[src/design/lin_master_frame_engine_assert.svh]
// ----------------------------------------------------------------------------
// LIN master frame engine assertion macros
// Concurrent assertion wrappers; defining ASSERT_OFF removes every check.
// ----------------------------------------------------------------------------
`ifndef LIN_MASTER_FRAME_ENGINE_ASSERT_SVH
`define LIN_MASTER_FRAME_ENGINE_ASSERT_SVH

`ifndef ASSERT_OFF

// Plain property, checked at every edge outside reset
`define LMFE_ASSERT(lbl, clk, rst, prop, msg) \
  lbl: assert property (@(posedge clk) disable iff (rst) (prop)) else $error(msg);

// Same-cycle implication
`define LMFE_ASSERT_IMPL(lbl, clk, rst, ante, cons) \
  lbl: assert property (@(posedge clk) disable iff (rst) (ante) |-> (cons)) \
    else $error("implication failed");

// Next-cycle implication
`define LMFE_ASSERT_NEXT(lbl, clk, rst, ante, cons) \
  lbl: assert property (@(posedge clk) disable iff (rst) (ante) |=> (cons)) \
    else $error("next-cycle implication failed");

`else

`define LMFE_ASSERT(lbl, clk, rst, prop, msg)
`define LMFE_ASSERT_IMPL(lbl, clk, rst, ante, cons)
`define LMFE_ASSERT_NEXT(lbl, clk, rst, ante, cons)

`endif

`endif

[src/design/lmfe_pkg.sv]
// ----------------------------------------------------------------------------
// LIN master frame engine package
// Beat types, codes and the protected-id / checksum helpers.
// ----------------------------------------------------------------------------
package lmfe_pkg;

  // Command opcodes
  localparam logic [1:0] OP_START = 2'd0;
  localparam logic [1:0] OP_TX    = 2'd1;
  localparam logic [1:0] OP_RX    = 2'd2;

  // Result kinds
  localparam logic [2:0] KIND_BREAK   = 3'd0;
  localparam logic [2:0] KIND_TX      = 3'd1;
  localparam logic [2:0] KIND_RX      = 3'd2;
  localparam logic [2:0] KIND_CHECK   = 3'd3;
  localparam logic [2:0] KIND_SEQ_ERR = 3'd4;

  localparam logic [7:0] SYNC_BYTE = 8'h55;

  // Frame phase, one-hot
  typedef enum logic [3:0] {
    PH_IDLE   = 4'b0001,
    PH_HEADER = 4'b0010,
    PH_TX     = 4'b0100,
    PH_RX     = 4'b1000
  } phase_t;

  typedef struct packed {
    logic [1:0] op;
    logic [5:0] frame_id;
    logic       classic_sum;
    logic [7:0] data_byte;
    logic       last;
  } cmd_t;

  typedef struct packed {
    logic [2:0] kind;
    logic [7:0] value;
    logic       check_ok;
    logic       end_of_run;
  } res_t;

  // Frame state carried between items
  typedef struct packed {
    logic [7:0] running_sum;
    logic [7:0] protected_id;
    logic       classic_selected;
    phase_t     phase;
  } frame_state_t;

  // Up to three result beats for one command, plus index of the final one
  typedef struct packed {
    res_t [2:0] beats;
    logic [1:0] last_idx;
  } res_bundle_t;

  // Protected id: P0 in bit 6, inverted P1 in bit 7
  function automatic logic [7:0] make_pid(input logic [5:0] id);
    logic p0;
    logic p1;
    p0 = id[0] ^ id[1] ^ id[2] ^ id[4];
    p1 = ~(id[1] ^ id[3] ^ id[4] ^ id[5]);
    return {p1, p0, id};
  endfunction

  // 8-bit add with end-around carry
  function automatic logic [7:0] sum_add(input logic [7:0] a, input logic [7:0] b);
    logic [8:0] s;
    s = {1'b0, a} + {1'b0, b};
    return s[8] ? (s[7:0] + 8'd1) : s[7:0];
  endfunction

  function automatic res_t mk_res(input logic [2:0] kind, input logic [7:0] value,
                                  input logic ok, input logic eor);
    res_t r;
    r.kind       = kind;
    r.value      = value;
    r.check_ok   = ok;
    r.end_of_run = eor;
    return r;
  endfunction

endpackage

[src/design/lmfe_step.sv]
// ----------------------------------------------------------------------------
// LIN master frame engine step logic
// Next frame state and the result beats for one command.
// ----------------------------------------------------------------------------
module lmfe_step (
  input  lmfe_pkg::cmd_t         cmd,
  input  lmfe_pkg::frame_state_t st,
  output lmfe_pkg::frame_state_t st_next,
  output lmfe_pkg::res_bundle_t  bundle
);
  import lmfe_pkg::*;

  logic [7:0] pid;
  logic [7:0] sum_upd;
  logic [7:0] csum;
  logic       tx_ok;
  logic       rx_ok;

  assign pid     = make_pid(cmd.frame_id);
  assign sum_upd = sum_add(st.running_sum, cmd.data_byte);
  assign csum    = ~st.running_sum;
  assign tx_ok   = (st.phase == PH_HEADER) || (st.phase == PH_TX);
  assign rx_ok   = (st.phase == PH_HEADER) || (st.phase == PH_RX);

  always_comb begin
    st_next = st;
    bundle  = '0;
    case (cmd.op)
      OP_START: begin
        st_next.protected_id     = pid;
        st_next.classic_selected = cmd.classic_sum;
        st_next.running_sum      = cmd.classic_sum ? 8'd0 : pid;
        st_next.phase            = PH_HEADER;
        bundle.beats[0] = mk_res(KIND_BREAK, 8'd0, 1'b0, 1'b0);
        bundle.beats[1] = mk_res(KIND_TX, SYNC_BYTE, 1'b0, 1'b0);
        bundle.beats[2] = mk_res(KIND_TX, pid, 1'b0, 1'b1);
        bundle.last_idx = 2'd2;
      end
      OP_TX: begin
        if (tx_ok) begin
          st_next.running_sum = sum_upd;
          if (cmd.last) begin
            // data byte then the final checksum
            bundle.beats[0] = mk_res(KIND_TX, cmd.data_byte, 1'b0, 1'b0);
            bundle.beats[1] = mk_res(KIND_TX, ~sum_upd, 1'b0, 1'b1);
            bundle.last_idx = 2'd1;
            st_next.phase   = PH_IDLE;
          end else begin
            bundle.beats[0] = mk_res(KIND_TX, cmd.data_byte, 1'b0, 1'b1);
            st_next.phase   = PH_TX;
          end
        end else begin
          bundle.beats[0] = mk_res(KIND_SEQ_ERR, 8'd0, 1'b0, 1'b1);
          st_next.phase   = PH_IDLE;
        end
      end
      OP_RX: begin
        if (rx_ok) begin
          if (cmd.last) begin
            // received checksum: pass through, then compare
            bundle.beats[0] = mk_res(KIND_RX, cmd.data_byte, 1'b0, 1'b0);
            bundle.beats[1] = mk_res(KIND_CHECK, csum, csum == cmd.data_byte, 1'b1);
            bundle.last_idx = 2'd1;
            st_next.phase   = PH_IDLE;
          end else begin
            st_next.running_sum = sum_upd;
            bundle.beats[0] = mk_res(KIND_RX, cmd.data_byte, 1'b0, 1'b1);
            st_next.phase   = PH_RX;
          end
        end else begin
          bundle.beats[0] = mk_res(KIND_SEQ_ERR, 8'd0, 1'b0, 1'b1);
          st_next.phase   = PH_IDLE;
        end
      end
      default: begin
        bundle.beats[0] = mk_res(KIND_SEQ_ERR, 8'd0, 1'b0, 1'b1);
        st_next.phase   = PH_IDLE;
      end
    endcase
  end

endmodule
[config.mk]
export PLATFORM = sky130hd
export DESIGN_NAME = lmfe_step
export DESIGN_NICKNAME = d
export VERILOG_FILES = /design/src/design/lin_master_frame_engine_assert.svh /design/src/design/lmfe_pkg.sv /design/src/design/lmfe_step.sv
export SDC_FILE = /design/constraint.sdc
export NUM_CORES = 1
export LEC_CHECK = 0
export BUFFER_PORTS_ARGS = -buffer_cell sky130_fd_sc_hd__buf_2
export CAP_MARGIN = 0
export CORE_MARGIN = 5
export CORE_UTILIZATION = 44
export DETAILED_ROUTE_END_ITERATION = 12
export PLACE_DENSITY = 0.85
export SLEW_MARGIN = 10
export SYNTH_ARGS = -nofsm -noshare
export SYNTH_HDL_FRONTEND = slang
export SYNTH_SLANG_ARGS = --single-unit
[constraint.sdc]
create_clock -name vclk -period 4.15
set_input_delay 0.83 -clock vclk [all_inputs]
set_output_delay 0.83 -clock vclk [all_outputs]
set_load 0.1 [all_outputs]
== Yosys cells after proc, flatten, opt, wreduce, memory -nomap -nowiden ==
Index checks and enable logic that the tools add are counted.
Operators by class
  add/subtract/negate cells: 2
  muxes and demuxes: 27
  equality and inequality tests: 6
  bitwise gates (word level): 9
  reductions and logical operators: 3
Operators with widths (number)
  13-bit case mux with 3 select lines: 2
  8-bit 2-to-1 mux: 5
  11-bit 2-to-1 mux: 3
  13-bit 2-to-1 mux: 2
  12-bit 2-to-1 mux: 2
  8-bit case mux with 3 select lines: 1
  8-bit inverter: 2
  4-bit case mux with 3 select lines: 1
  8-bit by 8-bit adder with 9-bit output: 1
  9-bit 2-to-1 mux: 1
  8-bit by 1-bit adder with 8-bit output, second input constant: 1
  8-bit == test: 1
  4-bit 2-to-1 mux: 2
  3-bit 2-to-1 mux: 2
  2-bit case mux with 3 select lines: 1
  1-bit bitwise XOR: 6
  4-bit by 2-bit == test with 1-bit output, second input constant: 1
  4-bit by 3-bit == test with 1-bit output, second input constant: 1
  4-bit == test, second input constant: 1
  1-bit 2-to-1 mux: 4
  2-bit by 1-bit == test with 1-bit output, second input constant: 1
  2-bit == test, second input constant: 1
  2-bit zero test: 1
  1-bit logical OR: 2
  other kinds (2): 2
Word-level totals
  bits in registers: 0
  input bits: 39

== Depth between registers and ports, before layout ==
  depth in word-level cells: 7
  depth in mapped cells: 9
  mapped depth without buffers: 9

== Worst setup path before layout ==
Ideal clock, no wire load.
  kind: input-to-output
  start point: input cmd[16] in the netlist's numbering
  end point: output st_next[13] in the netlist's numbering
  stages: 7
  path buffers: 1
  data arrival time: 4492 ps
  data required time: 3320 ps
  slack: -1172 ps
  cells stage by stage: inv_1 > ha_1 > clkbuf_1 > nand2_1 > nor2_1 > a21oi_1 > o21ai_0
RTL lines
  start: declaration: line lmfe_step.sv:6  | input lmfe_pkg::cmd_t cmd,
  end: declaration: line lmfe_step.sv:8  | output lmfe_pkg::frame_state_t st_next,

==> impl_results.html <==
<table>
<tr><th>Metric</th><th>Value</th></tr>
<tr><th colspan="2">Finish</th></tr>
<tr><td>Sequential cell count of the final layout</td><td>0</td></tr>
<tr><td>Utilization of the core after routing</td><td>~73%</td></tr>
<tr><td>Layout cells sized above 1</td><td>around half</td></tr>
<tr><td>Net total in the final layout</td><td>approximately 360</td></tr>
<tr><td>P&amp;R area growth vs syn</td><td>63.98%</td></tr>
<tr><td>Clk_buf instances</td><td>0</td></tr>
<tr><td>Final design area excluding fillers</td><td>2392 sq um</td></tr>
<tr><td>Flip-flop and latch area</td><td>0 sq um</td></tr>
<tr><td>Number of antenna repair diodes</td><td>0</td></tr>
<tr><td>Number of non-filler instances in the completed layout</td><td>~350</td></tr>
<tr><th colspan="2">Logic synthesis</th></tr>
<tr><td>Cell variety after synth</td><td>53</td></tr>
<tr><td>Number of instances in the synthesized netlist</td><td>215</td></tr>
<tr><td>Average instance area after synthesis</td><td>approximately 6.8 sq um</td></tr>
<tr><td>Dominant cells by area after synthesis</td><td>sky130_fd_sc_hd__ha_1 (11%), sky130_fd_sc_hd__nor2_1 (7.5%), sky130_fd_sc_hd__xnor2_1 (6.0%), sky130_fd_sc_hd__mux2_2 (5.4%), sky130_fd_sc_hd__xor2_1 (5.4%)</td></tr>
<tr><td>Top cell type by total area after synthesis</td><td>sky130_fd_sc_hd__ha_1</td></tr>
<tr><td>Post-Syn Area</td><td>1459 sq um</td></tr>
<tr><td>Yosys warning total</td><td>0</td></tr>
<tr><td>Proportion of netlist area held by the largest area contributor</td><td>11.15%</td></tr>
<tr><td>Sequential fraction of the synthesis area</td><td>0%</td></tr>
<tr><th colspan="2">Floorplan</th></tr>
<tr><td>Cell Rows</td><td>21</td></tr>
<tr><td>Floorplan die width</td><td>just under 70 um</td></tr>
<tr><td>DIE HEIGHT</td><td>roughly 68 um</td></tr>
<tr><td>Initial core utilization</td><td>between 40 and 50%</td></tr>
<tr><td>Die Footprint</td><td>approximately 4600 sq um</td></tr>
<tr><td>Standard cell core area</td><td>about 3300 sq um</td></tr>
<tr><td>Boundary Pins</td><td>around 100</td></tr>
<tr><th colspan="2">Job</th></tr>
<tr><td>Total of max-cap violations</td><td>0</td></tr>
<tr><th colspan="2">Placement</th></tr>
<tr><td>Placed insts</td><td>between 300 and 400</td></tr>
<tr><td>GPL Wtd Cong</td><td>roughly 0.88</td></tr>
<tr><td>Sum of net half-perimeters after detailed placement</td><td>approximately 4400 um</td></tr>
<tr><td>Placement-stage cell area</td><td>roughly 2300 sq um</td></tr>
<tr><td>Buffers on Ports</td><td>96</td></tr>
<tr><th colspan="2">Critical path</th></tr>
<tr><td>Cell-by-cell trace of the critical path</td><td>buf_2 &gt; ha_1 &gt; inv_1 &gt; fa_2 &gt; buf_4 &gt; xor2_1 &gt; nand3b_1 &gt; or4b_4 &gt; xnor2_4 &gt; o2bb2ai_4 &gt; buf_12</td></tr>
<tr><td>Arrival time worst endpoint</td><td>about 3200 ps</td></tr>
<tr><td>Worst setup EP type</td><td>primary output</td></tr>
<tr><td>Crit path kind</td><td>in -&gt; out</td></tr>
<tr><td>Critical path data required time</td><td>3320 ps</td></tr>
<tr><td>CP peak stage delay</td><td>590 ps</td></tr>
<tr><td>Maximum fanout count along the critical path</td><td>3</td></tr>
<tr><td>Standard cell with the maximum stage delay on the critical path</td><td>sky130_fd_sc_hd__or4b_4</td></tr>
<tr><td>Crit start category</td><td>primary input</td></tr>
<tr><th colspan="2">STA</th></tr>
<tr><td>Number of pins exceeding their max-slew limit in the final report</td><td>0</td></tr>
<tr><td>Max-Slew Margin vs Limit</td><td>about three fifths</td></tr>
<tr><td>Final worst path period share</td><td>~97%</td></tr>
<tr><td>Highest Clock Rate</td><td>about 250 MHz</td></tr>
<tr><td>Worst hold slack</td><td>2042 ps</td></tr>
<tr><td>Min Tclk post-route</td><td>slightly above 4000 ps</td></tr>
<tr><td>Least-Margin Pin Slew</td><td>between 500 and 600 ps</td></tr>
<tr><td>Final setup vio count</td><td>0</td></tr>
<tr><td>Final hold violation count</td><td>0</td></tr>
<tr><td>RSZ-0062 raised after global routing</td><td>no</td></tr>
<tr><th colspan="2">Global routing</th></tr>
<tr><td>Via count of the first global-routing pass</td><td>1745</td></tr>
<tr><td>Global-route total usage across every layer</td><td>a little over a fifth</td></tr>
<tr><td>First-pass GRT wire length</td><td>approximately 8000 um</td></tr>
<tr><td>Largest net degree at the start of global routing</td><td>27</td></tr>
<tr><td>Antenna violations before repair</td><td>0</td></tr>
<tr><td>Overflow after GRT</td><td>0</td></tr>
<tr><th colspan="2">Power and ir drop</th></tr>
<tr><td>Peak supply drop</td><td>0.0001964 V</td></tr>
<tr><td>P per Cell Area</td><td>roughly 240 nW/um^2</td></tr>
<tr><td>Leak</td><td>about 0.0012 uW</td></tr>
<tr><td>Pwr Total</td><td>about 600 uW</td></tr>
<tr><th colspan="2">Route</th></tr>
<tr><td>Sum of routed wire length over all layers</td><td>roughly 5400 um</td></tr>
<tr><td>Residual antenna-violating net count after detailed routing</td><td>0</td></tr>
<tr><td>Detailed Route Iter0 Violations</td><td>106</td></tr>
<tr><td>1st-pass router iterations</td><td>4</td></tr>
<tr><td>Average wire per cell in the routed design</td><td>around 15 um</td></tr>
<tr><td>Vias</td><td>about 1900</td></tr>
<tr><td>DRC violation count after routing</td><td>0</td></tr>
<tr><td>Average vias per placed instance</td><td>~5.4</td></tr>
<tr><th colspan="2">Clock tree</th></tr>
<tr><td>Hold-fix buffers, CTS</td><td>0</td></tr>
<tr><th colspan="2">Run status</th></tr>
<tr><td>Run status</td><td>finished clean</td></tr>
<tr><th colspan="2">Min path</th></tr>
<tr><td>Worst min path class</td><td>in -&gt; out</td></tr>
</table>
synth_stat cells, types with 3 or more instances:
master                      count
sky130_fd_sc_hd__o2bb2ai_1      3
sky130_fd_sc_hd__buf_4          9
sky130_fd_sc_hd__xor2_1         9
sky130_fd_sc_hd__nor3_1         4
sky130_fd_sc_hd__xnor2_1       10
sky130_fd_sc_hd__o21ai_1        5
sky130_fd_sc_hd__a22oi_1        6
sky130_fd_sc_hd__mux2_2         7
sky130_fd_sc_hd__inv_1         14
sky130_fd_sc_hd__a211oi_1       3
sky130_fd_sc_hd__nor2_1        29
sky130_fd_sc_hd__ha_1          13
sky130_fd_sc_hd__a21o_1         4
sky130_fd_sc_hd__or2_2          3
sky130_fd_sc_hd__clkbuf_1       8
sky130_fd_sc_hd__o21ai_0       12
sky130_fd_sc_hd__nand2_1        9
sky130_fd_sc_hd__a21oi_1        7
sky130_fd_sc_hd__and2_1         7
sky130_fd_sc_hd__nor3b_1        3
sky130_fd_sc_hd__and3_1        11
power by group:
part	internal (uW)	switching (uW)	total (uW)
Combinational	169	414	584
Sequential	0	0	0
Clock	0	0	0
layout by cell type, fill, tap and decap left out, drive strengths merged, types with 2 or more instances in the layout:
cell type / instances
a22oi: 6
mux2: 7
a21o: 4
xnor2: 11
a21oi: 7
and3: 11
and2: 7
o21a: 2
nor3: 4
ha: 13
nor3b: 3
nor2: 29
buf: 105
nor2b: 2
nand2: 9
conb: 5
inv: 14
or2: 3
a31o: 2
xor2: 9
nand2b: 3
nand4: 2
o22ai: 2
o2bb2ai: 3
o21ai: 18
nor4: 2
a211oi: 5
nand3b: 2
per-layer routing:
layer | global-route usage, % | wire length, um
met3 | 1.331 | 320
met2 | 41.43 | 2834
met4 | 2.278 | 59
met1 | 27.23 | 2138
met5 | 0 | 0
critical path: cells and delay by family:
kind,cells,cell delay [ps]
AOI/OAI and AO/OA,1,150
buffers and inverters,4,500
adders and majority gates,2,490
xor gates and xnor gates,2,410
and+or+nand+nor,2,800
metrics by stage:
stage	worst slack (ps)	TNS, ps
after global placement	60.82	0
after detailed placement	4.773	0
after CTS	16.88	0
final	123.7	0
after floorplan	-291.8	-291.8
after global routing	30.26	0
repair_timing:
action	CTS	global route
setup buffers	0	1
gates resized for setup	1	8
gates cloned	0	0
setup endpoints to repair	1	4
pin swaps	0	6
cell families (layout without fill, tap and decap cells):
| group | after synthesis | after routing | synth area share [%] |
|---|---|---|---|
| compound gates | 57 | 57 | 27.36 |
| xor+xnor | 20 | 20 | 12.52 |
| fa+ha+maj | 14 | 14 | 12.52 |
| buf+inv | 32 | 120 | 10.55 |
| mux | 8 | 8 | 6.090 |
| other cells | 1 | 5 | 0.2570 |
| simple gates | 83 | 83 | 30.70 |
layout make-up:
| class | instances | area [sq um] |
|---|---|---|
| Fill cell | 243 | 892.1 |
| Inverter | 15 | 56.30 |
| Multi-Input combinational cell | 187 | 1486 |
| Tap cell | 46 | 57.56 |
| Timing Repair Buffer | 105 | 792.0 |
path summary, 6_finish.rpt:
| kind | start | cells past startpoint | to |
|---|---|---|---|
| hold / removal | st[20] | 3 | bundle[24] |
| setup / recovery | st[13] | 11 | bundle[23] |
(Power assumes the default switching activity.)
